**config.mk**
```make
export PLATFORM = sky130hd
export DESIGN_NAME = one_shot_timer_table_flat
export DESIGN_NICKNAME = d
export VERILOG_FILES = /design/src/hw/rtl/ostt_pkg.sv /design/src/hw/rtl/ostt_req_if.sv /design/src/hw/rtl/ostt_res_if.sv /design/src/hw/rtl/ostt_ctrl.sv /design/src/hw/rtl/ostt_dp.sv /design/src/hw/rtl/one_shot_timer_table.sv /design/src/flat_wrapper.sv
export VERILOG_INCLUDE_DIRS = /design/src /design/src/hw/rtl
export SDC_FILE = /design/constraint.sdc
export NUM_CORES = 1
export LEC_CHECK = 0
export ABC_AREA = 1
export BUFFER_PORTS_ARGS = -buffer_cell sky130_fd_sc_hd__buf_2
export CAP_MARGIN = 20
export CORE_ASPECT_RATIO = 1.1
export CORE_MARGIN = 5
export CORE_UTILIZATION = 63
export CTS_BUF_LIST = sky130_fd_sc_hd__clkbuf_8 sky130_fd_sc_hd__clkbuf_16
export DETAILED_ROUTE_END_ITERATION = 12
export PLACE_DENSITY = 0.8
export SYNTH_ARGS = -nofsm -noshare
export SYNTH_HDL_FRONTEND = slang
export SYNTH_SLANG_ARGS = --single-unit
```
**constraint.sdc**
```tcl
create_clock -name i_clk -period 8.8 [get_ports i_clk]
set_clock_uncertainty 0.05 [all_clocks]
set_input_delay 1.76 -clock i_clk [delete_from_list [all_inputs] [get_ports i_clk]]
set_output_delay 1.76 -clock i_clk [all_outputs]
set_load 0.05 [all_outputs]
```
**src/hw/rtl/assert_macros.svh**
```systemverilog
// assertion helpers shared by the rtl modules
`ifndef ASSERT_MACROS_SVH
`define ASSERT_MACROS_SVH

// same-cycle implication, held off while reset is asserted
`define OSTT_ASSERT_IMP(lbl, clk, rst_n, ante, cons, msg) \
    lbl: assert property (@(posedge clk) disable iff (!rst_n) (ante) |-> (cons)) \
        else $error(msg);

// next-cycle implication, held off while reset is asserted
`define OSTT_ASSERT_NXT(lbl, clk, rst_n, ante, cons, msg) \
    lbl: assert property (@(posedge clk) disable iff (!rst_n) (ante) |=> (cons)) \
        else $error(msg);

`endif

```
**src/hw/rtl/ostt_pkg.sv**
```systemverilog
`default_nettype none

package ostt_pkg;

    localparam int SLOTS_DEF = 16;
    localparam int SLOT_W    = 4;
    localparam int TICK_W    = 32;
    localparam int TAG_W     = 16;

    typedef logic [1:0]        t_op;
    typedef logic [1:0]        t_kind;
    typedef logic [1:0]        t_status;
    typedef logic [SLOT_W-1:0] t_slot;
    typedef logic [TICK_W-1:0] t_ticks;
    typedef logic [TAG_W-1:0]  t_tag;

    // request operations
    localparam t_op OP_TICK    = 2'd0;
    localparam t_op OP_ADD     = 2'd1;
    localparam t_op OP_RELEASE = 2'd2;
    localparam t_op OP_CANCEL  = 2'd3;

    // result kinds
    localparam t_kind KIND_ADD_DONE  = 2'd0;
    localparam t_kind KIND_EXPIRED   = 2'd1;
    localparam t_kind KIND_TICK_DONE = 2'd2;
    localparam t_kind KIND_REL_DONE  = 2'd3;

    // result status
    localparam t_status ST_OK      = 2'd0;
    localparam t_status ST_FULL    = 2'd1;
    localparam t_status ST_WRAP    = 2'd2;
    localparam t_status ST_NOT_USE = 2'd3;

    // controller to datapath
    typedef struct packed {
        logic accept;
        logic advance;
        logic add_commit;
        logic tick_eval;
        logic tick_done;
        logic relcan_commit;
    } t_cmd;

    // datapath to controller
    typedef struct packed {
        logic can_emit;
        logic cur_free;
        logic cur_fire;
        logic idx_last;
    } t_stat;

endpackage

`default_nettype wire

```
**src/hw/rtl/ostt_req_if.sv**
```systemverilog
`default_nettype none

interface ostt_req_if;
    import ostt_pkg::*;

    logic   valid;
    logic   ready;
    t_op    operation;
    t_slot  slot;
    t_ticks delay;
    t_tag   tag;

    modport source (output valid, operation, slot, delay, tag, input ready);
    modport sink   (input valid, operation, slot, delay, tag, output ready);
endinterface

`default_nettype wire

```
**src/hw/rtl/ostt_res_if.sv**
```systemverilog
`default_nettype none

interface ostt_res_if;
    import ostt_pkg::*;

    logic    valid;
    logic    ready;
    t_kind   kind;
    t_slot   result_slot;
    t_status status;
    t_ticks  now_ticks;
    t_tag    result_tag;
    logic    last;

    modport source (output valid, kind, result_slot, status, now_ticks, result_tag, last,
                    input ready);
    modport sink   (input valid, kind, result_slot, status, now_ticks, result_tag, last,
                    output ready);
endinterface

`default_nettype wire

```
**src/hw/rtl/ostt_ctrl.sv**
```systemverilog
`default_nettype none
`include "assert_macros.svh"

module ostt_ctrl (
    input  logic              i_clk,
    input  logic              i_rst_n,
    input  logic              i_req_valid,
    input  ostt_pkg::t_op     i_req_op,
    output logic              o_req_ready,
    input  ostt_pkg::t_stat   i_stat,
    output ostt_pkg::t_cmd    o_cmd
);
    import ostt_pkg::*;

    localparam logic [2:0] S_IDLE   = 3'd0;
    localparam logic [2:0] S_ADD    = 3'd1;
    localparam logic [2:0] S_TICK   = 3'd2;
    localparam logic [2:0] S_DONE   = 3'd3;
    localparam logic [2:0] S_RELCAN = 3'd4;

    logic [2:0] r_state;
    logic [2:0] n_state;

    always_comb begin
        n_state     = r_state;
        o_cmd       = '0;
        o_req_ready = 1'b0;
        unique case (r_state)
            S_IDLE: begin
                o_req_ready = 1'b1;
                if (i_req_valid) begin
                    o_cmd.accept = 1'b1;
                    unique case (i_req_op) inside
                        OP_TICK:             n_state = S_TICK;
                        OP_ADD:              n_state = S_ADD;
                        OP_RELEASE, OP_CANCEL: n_state = S_RELCAN;
                        default:             n_state = S_RELCAN;
                    endcase
                end
            end
            S_ADD: begin
                // stop on the first free slot or at the end of the table
                if (i_stat.cur_free || i_stat.idx_last) begin
                    if (i_stat.can_emit) begin
                        o_cmd.add_commit = 1'b1;
                        n_state          = S_IDLE;
                    end
                end else begin
                    o_cmd.advance = 1'b1;
                end
            end
            S_TICK: begin
                // a firing slot waits for room in the output register
                if (!i_stat.cur_fire || i_stat.can_emit) begin
                    o_cmd.tick_eval = 1'b1;
                    if (i_stat.idx_last) begin
                        n_state = S_DONE;
                    end else begin
                        o_cmd.advance = 1'b1;
                    end
                end
            end
            S_DONE: begin
                if (i_stat.can_emit) begin
                    o_cmd.tick_done = 1'b1;
                    n_state         = S_IDLE;
                end
            end
            S_RELCAN: begin
                if (i_stat.can_emit) begin
                    o_cmd.relcan_commit = 1'b1;
                    n_state             = S_IDLE;
                end
            end
            default: begin
                n_state = S_IDLE;
            end
        endcase
    end

    always_ff @(posedge i_clk) begin
        if (!i_rst_n) begin
            r_state <= S_IDLE;
        end else begin
            r_state <= n_state;
        end
    end

    `OSTT_ASSERT_NXT(a_accept_leaves_idle, i_clk, i_rst_n, o_cmd.accept, r_state != S_IDLE, "accepted request did not start work")
    `OSTT_ASSERT_IMP(a_one_action, i_clk, i_rst_n, 1'b1, $onehot0({o_cmd.accept, o_cmd.add_commit, o_cmd.tick_eval, o_cmd.tick_done, o_cmd.relcan_commit}), "conflicting commands")

endmodule

`default_nettype wire

```
**src/hw/rtl/ostt_dp.sv**
```systemverilog
`default_nettype none
`include "assert_macros.svh"

module ostt_dp #(
    parameter int SLOTS = ostt_pkg::SLOTS_DEF
) (
    input  logic              i_clk,
    input  logic              i_rst_n,
    input  ostt_pkg::t_cmd    i_cmd,
    output ostt_pkg::t_stat   o_stat,
    input  ostt_pkg::t_op     i_op,
    input  ostt_pkg::t_slot   i_slot,
    input  ostt_pkg::t_ticks  i_delay,
    input  ostt_pkg::t_tag    i_tag,
    ostt_res_if.source        o_res
);
    import ostt_pkg::*;

    localparam int IDX_W = (SLOTS > 1) ? $clog2(SLOTS) : 1;
    typedef logic [IDX_W-1:0] t_idx;
    localparam t_idx LAST_IDX = t_idx'(SLOTS - 1);

    // scan index and request registers
    t_idx   r_idx, n_idx;
    t_ticks r_tick, n_tick;
    t_op    r_op;
    t_slot  r_slot;
    t_tag   r_tag;
    t_ticks r_deadline_new;
    logic   r_wrap;

    // slot flags
    logic [SLOTS-1:0] r_in_use, n_in_use;
    logic [SLOTS-1:0] r_cancelled, n_cancelled;
    logic [SLOTS-1:0] r_held, n_held;

    // deadline and tag store
    t_ticks mem_deadline [SLOTS];
    t_tag   mem_tag      [SLOTS];
    t_ticks r_rd_deadline;
    t_tag   r_rd_tag;

    // output register
    logic    r_out_valid, n_out_valid;
    t_kind   r_kind, n_kind;
    t_slot   r_res_slot, n_res_slot;
    t_status r_status, n_status;
    t_ticks  r_res_ticks, n_res_ticks;
    t_tag    r_res_tag, n_res_tag;
    logic    r_last, n_last;

    logic          cur_in_use, cur_cancelled, cur_held, cur_fire, cur_gone;
    logic          can_emit, emit, slot_in_range, rel_ok;
    logic [TICK_W:0] add_sum;

    assign cur_in_use    = r_in_use[r_idx];
    assign cur_cancelled = r_cancelled[r_idx];
    assign cur_held      = r_held[r_idx];
    assign cur_fire      = cur_in_use && !cur_cancelled && (r_rd_deadline < r_tick);
    assign cur_gone      = (cur_cancelled || cur_fire) && !cur_held;
    assign can_emit      = !r_out_valid || o_res.ready;
    assign slot_in_range = int'(r_slot) < SLOTS;
    assign rel_ok        = slot_in_range && cur_in_use;
    assign add_sum       = {1'b0, r_tick} + {1'b0, i_delay};

    assign emit = i_cmd.add_commit || (i_cmd.tick_eval && cur_fire) ||
                  i_cmd.tick_done || i_cmd.relcan_commit;

    assign o_stat.can_emit = can_emit;
    assign o_stat.cur_free = !cur_in_use;
    assign o_stat.cur_fire = cur_fire;
    assign o_stat.idx_last = (r_idx == LAST_IDX);

    always_comb begin
        n_idx  = r_idx;
        n_tick = r_tick;
        if (i_cmd.accept) begin
            if (i_op == OP_RELEASE || i_op == OP_CANCEL) begin
                n_idx = t_idx'(i_slot);
            end else begin
                n_idx = '0;
            end
            if (i_op == OP_TICK) begin
                n_tick = r_tick + t_ticks'(1);
            end
        end else if (i_cmd.advance) begin
            n_idx = t_idx'(r_idx + 1'b1);
        end
    end

    always_comb begin
        n_in_use    = r_in_use;
        n_cancelled = r_cancelled;
        n_held      = r_held;
        if (i_cmd.add_commit && !cur_in_use) begin
            n_in_use[r_idx]    = 1'b1;
            n_cancelled[r_idx] = 1'b0;
            n_held[r_idx]      = 1'b1;
        end
        if (i_cmd.tick_eval && cur_in_use) begin
            if (cur_gone) begin
                n_in_use[r_idx]    = 1'b0;
                n_cancelled[r_idx] = 1'b0;
            end else begin
                n_cancelled[r_idx] = cur_cancelled || cur_fire;
            end
        end
        if (i_cmd.relcan_commit && rel_ok) begin
            n_held[r_idx] = 1'b0;
            if (r_op == OP_CANCEL) begin
                n_cancelled[r_idx] = 1'b1;
            end
        end
    end

    always_comb begin
        n_out_valid = r_out_valid && !o_res.ready;
        n_kind      = r_kind;
        n_res_slot  = r_res_slot;
        n_status    = r_status;
        n_res_ticks = r_res_ticks;
        n_res_tag   = r_res_tag;
        n_last      = r_last;
        if (emit) begin
            n_out_valid = 1'b1;
            n_res_ticks = r_tick;
        end
        if (i_cmd.add_commit) begin
            n_kind    = KIND_ADD_DONE;
            n_res_tag = r_tag;
            n_last    = 1'b1;
            if (cur_in_use) begin
                n_res_slot = '0;
                n_status   = ST_FULL;
            end else begin
                n_res_slot = t_slot'(r_idx);
                n_status   = r_wrap ? ST_WRAP : ST_OK;
            end
        end else if (i_cmd.tick_eval && cur_fire) begin
            n_kind     = KIND_EXPIRED;
            n_res_slot = t_slot'(r_idx);
            n_status   = ST_OK;
            n_res_tag  = r_rd_tag;
            n_last     = 1'b0;
        end else if (i_cmd.tick_done) begin
            n_kind     = KIND_TICK_DONE;
            n_res_slot = '0;
            n_status   = ST_OK;
            n_res_tag  = '0;
            n_last     = 1'b1;
        end else if (i_cmd.relcan_commit) begin
            n_kind     = KIND_REL_DONE;
            n_res_slot = r_slot;
            n_status   = rel_ok ? ST_OK : ST_NOT_USE;
            n_res_tag  = '0;
            n_last     = 1'b1;
        end
    end

    always_ff @(posedge i_clk) begin
        if (!i_rst_n) begin
            r_idx       <= '0;
            r_tick      <= '0;
            r_in_use    <= '0;
            r_cancelled <= '0;
            r_held      <= '0;
            r_out_valid <= 1'b0;
        end else begin
            r_idx       <= n_idx;
            r_tick      <= n_tick;
            r_in_use    <= n_in_use;
            r_cancelled <= n_cancelled;
            r_held      <= n_held;
            r_out_valid <= n_out_valid;
        end
    end

    always_ff @(posedge i_clk) begin
        if (i_cmd.accept) begin
            r_op           <= i_op;
            r_slot         <= i_slot;
            r_tag          <= i_tag;
            r_deadline_new <= add_sum[TICK_W-1:0];
            r_wrap         <= add_sum[TICK_W];
        end
        r_kind      <= n_kind;
        r_res_slot  <= n_res_slot;
        r_status    <= n_status;
        r_res_ticks <= n_res_ticks;
        r_res_tag   <= n_res_tag;
        r_last      <= n_last;
    end

    // one write port, one registered read port that follows the scan index
    always_ff @(posedge i_clk) begin
        if (i_cmd.add_commit && !cur_in_use) begin
            mem_deadline[r_idx] <= r_deadline_new;
            mem_tag[r_idx]      <= r_tag;
        end
        r_rd_deadline <= mem_deadline[n_idx];
        r_rd_tag      <= mem_tag[n_idx];
    end

    assign o_res.valid       = r_out_valid;
    assign o_res.kind        = r_kind;
    assign o_res.result_slot = r_res_slot;
    assign o_res.status      = r_status;
    assign o_res.now_ticks   = r_res_ticks;
    assign o_res.result_tag  = r_res_tag;
    assign o_res.last        = r_last;

    `OSTT_ASSERT_IMP(a_no_overwrite, i_clk, i_rst_n, emit && r_out_valid, o_res.ready, "result overwritten before taken")
    `OSTT_ASSERT_IMP(a_tick_on_request, i_clk, i_rst_n, $past(i_rst_n) && (r_tick != $past(r_tick)), $past(i_cmd.accept && (i_op == OP_TICK)), "tick counter moved without a tick request")

endmodule

`default_nettype wire

```
**src/hw/rtl/one_shot_timer_table.sv**
```systemverilog
`default_nettype none

// One-shot timer table with SLOTS fixed slots. Each request on i_req is one
// operation: tick, add, release or cancel. Add takes the lowest free slot,
// arms it with deadline = now + delay (mod 2^32, status 2 when it wraps) and
// answers when the slot search, which walks one slot per cycle, finds a free
// slot or reaches the end of the table. Release and cancel answer with one
// result. A tick bumps the counter and walks every slot in index order, one
// slot per cycle while the result channel keeps up, through the single read
// port of the deadline and tag store, emitting one expiry result per slot that
// fires and then a done result with last set. Only one request is worked on
// at a time; the output register lets the next request in while the final
// result of the previous one still waits to be taken.
module one_shot_timer_table #(
    parameter int SLOTS = ostt_pkg::SLOTS_DEF
) (
    input  logic       i_clk,
    input  logic       i_rst_n,
    ostt_req_if.sink   i_req,
    ostt_res_if.source o_res
);
    import ostt_pkg::*;

    // command and status between the sequencer and the datapath
    t_cmd  w_cmd;
    t_stat w_stat;
    logic  w_ready;

    // request handshake is owned by the sequencer: ready only between requests
    assign i_req.ready = w_ready;

    // sequencer: idle, slot search for add, tick scan, tick done,
    // release or cancel answer
    ostt_ctrl u_ctrl (
        .i_clk       (i_clk),
        .i_rst_n     (i_rst_n),
        .i_req_valid (i_req.valid),
        .i_req_op    (i_req.operation),
        .o_req_ready (w_ready),
        .i_stat      (w_stat),
        .o_cmd       (w_cmd)
    );

    // datapath: tick counter, slot flags, deadline and tag store,
    // output register
    ostt_dp #(
        .SLOTS (SLOTS)
    ) u_dp (
        .i_clk   (i_clk),
        .i_rst_n (i_rst_n),
        .i_cmd   (w_cmd),
        .o_stat  (w_stat),
        .i_op    (i_req.operation),
        .i_slot  (i_req.slot),
        .i_delay (i_req.delay),
        .i_tag   (i_req.tag),
        .o_res   (o_res)
    );

endmodule

`default_nettype wire
```
**src/flat_wrapper.sv**
```systemverilog
// flat-port wrapper written by rule: the top's interface ports become plain ports
module one_shot_timer_table_flat import ostt_pkg::*;
#(
    parameter int SLOTS = ostt_pkg::SLOTS_DEF
)
  (i_clk, i_rst_n, i_req_valid, i_req_operation, i_req_slot, i_req_delay, i_req_tag, i_req_ready, o_res_valid, o_res_kind, o_res_result_slot, o_res_status, o_res_now_ticks, o_res_result_tag, o_res_last, o_res_ready);
  ostt_req_if i_req_i ();
  ostt_res_if o_res_i ();
  input  logic i_clk;
  input  logic i_rst_n;
  input wire logic [$bits(i_req_i.valid)-1:0] i_req_valid;
  input wire logic [$bits(i_req_i.operation)-1:0] i_req_operation;
  input wire logic [$bits(i_req_i.slot)-1:0] i_req_slot;
  input wire logic [$bits(i_req_i.delay)-1:0] i_req_delay;
  input wire logic [$bits(i_req_i.tag)-1:0] i_req_tag;
  output wire logic [$bits(i_req_i.ready)-1:0] i_req_ready;
  output wire logic [$bits(o_res_i.valid)-1:0] o_res_valid;
  output wire logic [$bits(o_res_i.kind)-1:0] o_res_kind;
  output wire logic [$bits(o_res_i.result_slot)-1:0] o_res_result_slot;
  output wire logic [$bits(o_res_i.status)-1:0] o_res_status;
  output wire logic [$bits(o_res_i.now_ticks)-1:0] o_res_now_ticks;
  output wire logic [$bits(o_res_i.result_tag)-1:0] o_res_result_tag;
  output wire logic [$bits(o_res_i.last)-1:0] o_res_last;
  input wire logic [$bits(o_res_i.ready)-1:0] o_res_ready;
  assign i_req_i.valid = i_req_valid;
  assign i_req_i.operation = i_req_operation;
  assign i_req_i.slot = i_req_slot;
  assign i_req_i.delay = i_req_delay;
  assign i_req_i.tag = i_req_tag;
  assign i_req_ready = i_req_i.ready;
  assign o_res_valid = o_res_i.valid;
  assign o_res_kind = o_res_i.kind;
  assign o_res_result_slot = o_res_i.result_slot;
  assign o_res_status = o_res_i.status;
  assign o_res_now_ticks = o_res_i.now_ticks;
  assign o_res_result_tag = o_res_i.result_tag;
  assign o_res_last = o_res_i.last;
  assign o_res_i.ready = o_res_ready;
  one_shot_timer_table #(.SLOTS(SLOTS)) u_core (.i_clk(i_clk), .i_rst_n(i_rst_n), .i_req(i_req_i), .o_res(o_res_i));
endmodule
```
Word level (Yosys, flattened, before mapping)
Memories as Yosys holds them, arrays and structs flattened. A register that Yosys moved wholly into a read port is not among the register bits.
Cells that the tools add are included.
W data, S select, Z words.
{ "op_classes": {"addsub": 3, "magnitude_cmp": 3, "n_eq_ne": 13, "muxes": 68, "bitwise_logic": 8, "n_reduce_logical": 32} }
{ "ops": {"columns": ["cell", "count"], "rows": [
  ["$mux W16", 14],
  ["$and A16 B16 Y16", 4],
  ["$or A16 B16 Y16", 3],
  ["$add A32 B32 Y33", 1],
  ["$add A32 B1 Y32 const B", 1],
  ["$lt A32 B32 Y1", 1],
  ["$mux W4", 8],
  ["$mux W1", 24],
  ["$mux W2", 9],
  ["$bwmux W16", 1],
  ["$not A16 Y16", 1],
  ["$mux W3", 5],
  ["$bmux W1 S4", 3],
  ["$pmux W3 S4", 1],
  ["$logic_and A1 B1 Y1", 9],
  ["$logic_or A1 B1 Y1", 8],
  ["$ne A2 B2 Y1 const B", 4],
  ["$eq A2 B2 Y1 const B", 3],
  ["$eq A3 B2 Y1 const B", 2],
  ["$logic_not A1 Y1", 6],
  ["$pmux W3 S2", 1],
  ["$lt A4 B5 Y1 const B", 1],
  ["$add A4 B1 Y4 const B", 1],
  ["$demux W1 S4", 1],
  ["14 further kinds", 15]
]} }
{ "word_totals": {"regBits": 200, "ram_bits": 768, "in_bits": 58, "output_inout_bits": 59, "wordCells": 148, "n_memories": 2} }
{ "mem_list": {"columns": ["name", "depth", "width", "read_ports", "rd_clocked_by_memory_dff", "wr", "line", "source"], "rows": [
  ["u_core.u_dp.mem_deadline", 16, 32, 1, 1, 1, "ostt_dp.sv:38", "t_ticks mem_deadline [SLOTS];"],
  ["u_core.u_dp.mem_tag", 16, 16, 1, 1, 1, "ostt_dp.sv:39", "t_tag mem_tag [SLOTS];"]
]} }

Longest topological paths before layout
{ "logic_depth": {"ltp_word": 14, "mapped_depth": 24, "ltp_nobuf": 22} }

Hierarchy
From an unflattened synthesis, not the netlist that was laid out.
{ "hier_totals": {"cells_unflattened": 3434, "area_unflattened_um2": 41891.4} }
{ "by_module_without_submodules": {"columns": ["mod", "instances", "cells_each", "area_per_inst_um2", "seq_area_each_um2"], "rows": [
  ["ostt_dp", 1, 3380, 41574.9, 29057.9],
  ["ostt_ctrl", 1, 54, 316.6, 60.1]
]} }

Least setup slack after synthesis
No wires, ideal clock.
{ "synth_path": {"kind": "input to register", "startpoint": "input o_res_ready", "endpoint": "register u_core.u_dp.r_in_use[6]", "setup_time_ns": 0.087, "arrival_time_ns": 6.500, "required_time_ns": 8.663, "path_slack_ns": 2.163, "stages": 10, "n_path_buf": 0, "cell_sequence": "inv_1 nand2_1 inv_1 nor3_4 inv_2 nor2_1 inv_2 nor3_1 o21ai_0 a31oi_1"} }
{ "synth_via": {"elab_chain_cells": 9, "word_cells_on_any_way": 13, "classes_between": "mux (8); bitwise (1); reduce/logical (4)"} }
{ "synth_lines": {"columns": ["element", "line", "source"], "rows": [
  ["from (decl)", "flat_wrapper.sv:24", "input wire logic [$bits(o_res_i.ready)-1:0] o_res_ready;"],
  ["$logic_or A1 B1 Y1 *", "ostt_dp.sv:61", "assign can_emit = !r_out_valid || o_res.ready;"],
  ["$mux W1", "ostt_ctrl.sv:44", "if (i_stat.can_emit) begin"],
  ["$mux W1", "ostt_ctrl.sv:43", "if (i_stat.cur_free || i_stat.idx_last) begin"],
  ["$mux W1", "ostt_ctrl.sv:28", "unique case (r_state)"],
  ["$logic_and A1 B1 Y1", "ostt_dp.sv:95", "if (i_cmd.add_commit && !cur_in_use) begin"],
  ["$mux W16", "ostt_dp.sv:95", null],
  ["$and A16 B16 Y16 (no line)", null, null],
  ["$mux W16", "ostt_dp.sv:101", "if (cur_gone) begin"],
  ["$mux W16 *", "ostt_dp.sv:100", "if (i_cmd.tick_eval && cur_in_use) begin"],
  ["to (signal assigned)", "ostt_dp.sv:171", "r_in_use <= n_in_use;"],
  ["to (decl)", "ostt_dp.sv:33", "logic [SLOTS-1:0] r_in_use, n_in_use;"]
]} }
Mark *: on every way between the ends. The rest lies on a longest branch, timed or not.
A chain may end at the register's enable or synchronous reset.

Worst setup path after layout
{ "layout_path": {"startpoint": "register u_core.u_dp.r_tick[25]", "endpoint": "register u_core.u_dp.r_rd_deadline[12] (read register of u_core.u_dp.mem_deadline)"} }
{ "layout_via": {"elab_chain_cells": 8} }
{ "layout_lines": {"columns": ["element", "line", "source"], "rows": [
  ["from (decl)", "ostt_dp.sv:25", "t_ticks r_tick, n_tick;"],
  ["from (signal assigned)", "ostt_dp.sv:170", "r_tick <= n_tick;"],
  ["$lt A32 B32 Y1", "ostt_dp.sv:59", "assign cur_fire = cur_in_use && !cur_cancelled && (r_rd_deadline < r_tick);"],
  ["$logic_and A1 B1 Y1", "ostt_dp.sv:59", null],
  ["$logic_not A1 Y1", "ostt_ctrl.sv:54", "if (!i_stat.cur_fire || i_stat.can_emit) begin"],
  ["$logic_or A1 B1 Y1", "ostt_ctrl.sv:54", null],
  ["$mux W1", "ostt_ctrl.sv:54", null],
  ["$pmux W1 S2", "ostt_ctrl.sv:28", null],
  ["$mux W4", "ostt_dp.sv:86", "end else if (i_cmd.advance) begin"],
  ["$mux W4", "ostt_dp.sv:77", "if (i_cmd.accept) begin"],
  ["to (decl)", "ostt_dp.sv:40", "t_ticks r_rd_deadline;"]
]} }
Every way passes these cells.

==> metrics <==
CTS resizes=0; startpoint types=flip-flop; Setup-failing EPs final=0; hold crit path type=flip-flop to flip-flop; met1 Usage GRT=0.397; Final ANT Viol Nets=0; die area=77,100 sq um; final cell count without fillers=5,599; TritonCTS Sinks=1,016; filler cell count=4,994; power per standard cell area=283 nW/um^2; final hold viol count=0; Peak VDD IR=0.000222 V; first-pass GRT wire length=181,000 um; CTS Buf Count=100; final instance area=49,800 sq um; maxcap violations=0; placed cells=5,411; area grow syn2layout=10.3%; initial antenna violation count=1; clock-pin slew on the worst setup and hold paths=0.06 ns; register area=29,100 sq um; H-tree levels=3; CP Capture Type=flip-flop; Synth async-reset ratio=0; Post-Route Utilization=0.697; CP Data Required Time=9.29 ns; total power=14.1 mW; Site Rows=103; hold_sp=u_core.u_dp.r_in_use[11]$_SDFF_PN0_; nets=4,697; drt total wl=118,000 um; GRT busiest layer=met2; Inserted Diodes=0; total leakage power=21.1 nW; CP peak stage delay=1.13 ns; pin count of the biggest net entering global routing=194; maximum buffer depth of the clock tree=3; routed via count=32,800; RSZ-0062 raised after global routing=no; Post-synth EDFFs=877; share of post-route cells with drive strength above 1=0.0767; fmax=0.166 GHz; Sum Neg Setup Slack=0 ns; DIE HEIGHT=291 um; clock latency on the worst-skew pair=0.66 ns; Synth Cell Area=45,100 sq um; net count after synthesis=4,639; GR Util met2=0.503; Final Max Tran Viols=0; Setup Fix Bufs, Post-CTS=0; port bufs=116; Ports=117; CTS Root Cell=clkbuf_16; distinct cell type count after synthesis=53; CP startpoint=u_core.u_dp.r_tick[25]$_SDFFE_PN0P_; status=completed; DP HPWL=64,700 um; CP cell instances=inv_1, ha_1, nand4_1, nor3_1, and3_1, nand2_1, nand3_2, nand2_1, nand3_1, nand3_4, nand2_8, buf_12, nand2_1, nand3_1, nand3_1, nand3_1, nand2_1; GRT Util Overall=0.300; CP Data Arrival Time=6.51 ns; die width=265 um; Yosys reg bits=1,016; Max-slew headroom=0.168; CP max FO=172; Tmin final=6.01 ns; Starting DRT DRC Count=3,842; Via density=5.86; Post-route DRC=0; Ys Warns=0; Critical Setup Path Class=flip-flop to flip-flop; DRT Pass-1 Iters=9; CTS tree=done; vias in the first global route=32,600; Post-synth top flop=edfxtp_1; Core ar.=71,400 sq um; Slowest-stage cell, CP=nand2_8; Critical R2R Launch=u_core.u_dp.r_tick[25]$_SDFFE_PN0P_; commonest non-fill, non-tap cell in the layout=nand3_1; WL/cell=21.1 um; instance count of the mapped netlist=4,512; grt ovf=0; met3 Use GR=0.0442; most frequent cells in the layout=959 x nand3_1, 956 x inv_1, 877 x edfxtp_1, 793 x nand2_1, 139 x dfxtp_1; GP Congestion=0.894; placed cell area=46,600 sq um; Place WS=2.75 ns; Tcrit/Tclk final=0.683; Worst Tran Pin Value=1.25 ns; hold_buf cts=0; Seq/Total Area, Yosys=0.645; Avg Cell Area, Syn=10.0 sq um; multi-input logic area=11,700 sq um; Hold Worst Slack=0.407 ns; final worst-path setup slack=2.79 ns; initial core utilization=0.632
==> per-layer routing <==
| metal | vias to the layer above | wire length, um |
|---|---|---|
| met3 | 344 | 13300 |
| met4 | 2 | 4750 |
| met1 | 15500 | 43300 |
| li1 | 15000 | - |
| met2 | 2017 | 57100 |
| met5 | - | 9 |
==> logic make-up after synthesis <==
| group | count (synthesis) | synth area share |
|---|---|---|
| and+or+nand+nor | 1958 | 0.193 |
| AOI/OAI and AO/OA | 289 | 0.0366 |
| buffers and inverters | 1149 | 0.0998 |
| DFF | 1016 | 0.645 |
| xor gates and xnor gates | 31 | 0.00601 |
| adders and majority gates | 69 | 0.0193 |
==> final cells by class <==
type	instances	share of cell area
Sequential cell	1016	0.585
Multi-Input combinational cell	2347	0.236
Inverter	945	0.0713
Clock buffer	110	0.0537
Tap cell	945	0.0237
Timing Repair Buffer	160	0.0207
Clock inverter	76	0.0101
==> state kept, by name (all words and copies together) (netlist names), named ones only <==
signal                         count
u_core.u_dp.o_res.valid            1
u_core.u_dp.r_deadline_new        32
u_core.u_dp.r_rd_tag              16
u_core.u_dp.r_slot                 4
u_core.u_dp.r_rd_deadline         32
u_core.u_dp.r_held                15
u_core.u_dp.r_tick                32
u_core.u_dp.o_res.kind             2
u_core.u_dp.mem_deadline         512
u_core.u_dp.r_idx                  4
u_core.u_dp.r_cancelled           16
u_core.u_dp.o_res.result_tag      16
u_core.u_dp.r_in_use              16
u_core.u_dp.r_tag                 16
u_core.u_dp.mem_tag              256
u_core.u_dp.o_res.status           2
u_core.u_dp.r_wrap                 1
u_core.u_dp.r_op                   2
u_core.u_dp.o_res.last             1
u_core.u_ctrl.r_state              3
u_core.u_dp.o_res.result_slot      4
u_core.u_dp.o_res.now_ticks       32
==> critical path: cells and delay by family (launching register included) <==
family	cells	cell delay, ns
buf+inv	2	0.71
flops	1	0.44
fa+ha+maj	1	0.32
simple gates	14	3.99
==> power by group <==
part           switching [mW]  leakage [nW]  internal [mW]
registers               0.338          9.09           5.76
logic                    2.86          10.3           1.00
clock network            1.80          1.67           2.33
==> cell usage after synthesis, types with 2 or more instances <==
master	n	area share
nor2_1	126	0.010
xor2_1	23	0.0045
nand3b_1	2	0.00033
o21bai_1	2	0.00033
a32o_1	16	0.0035
o211ai_1	2	0.00033
nor4_1	8	0.0011
o22ai_1	4	0.00055
clkbuf_1	67	0.0056
inv_2	12	0.0010
a31oi_1	12	0.0017
nand2_2	4	0.00055
nand4_1	13	0.0018
o21ai_0	92	0.010
nand3_1	959	0.11
buf_4	3	0.00050
nor2_2	4	0.00055
nor3_1	35	0.0039
dfxtp_1	139	0.062
a221oi_1	2	0.00039
a21oi_1	129	0.014
buf_1	8	0.00067
xnor2_1	8	0.0016
nand2_1	798	0.066
o21ai_1	5	0.00055
a211oi_1	2	0.00033
buf_6	4	0.0010
buf_2	122	0.014
inv_1	932	0.077
ha_1	68	0.019
nor3_4	2	0.00072
o21a_1	7	0.0012
nand3_2	3	0.00067
a21o_1	4	0.00067
edfxtp_1	877	0.58
==> path summary, 6_finish.rpt <==
kind / end / slack, ns / cells after the start
min: u_core.u_dp.r_in_use[11]$_SDFF_PN0_ / 0.41 / 2
min reg2reg: u_core.u_dp.r_in_use[11]$_SDFF_PN0_ / 0.41 / 2
max: u_core.u_dp.r_rd_deadline[12]$_DFF_P_ / 2.79 / 17
max reg2reg: u_core.u_dp.r_rd_deadline[12]$_DFF_P_ / 2.79 / 17
No activity file was read; power rests on OpenSTA's default activity.
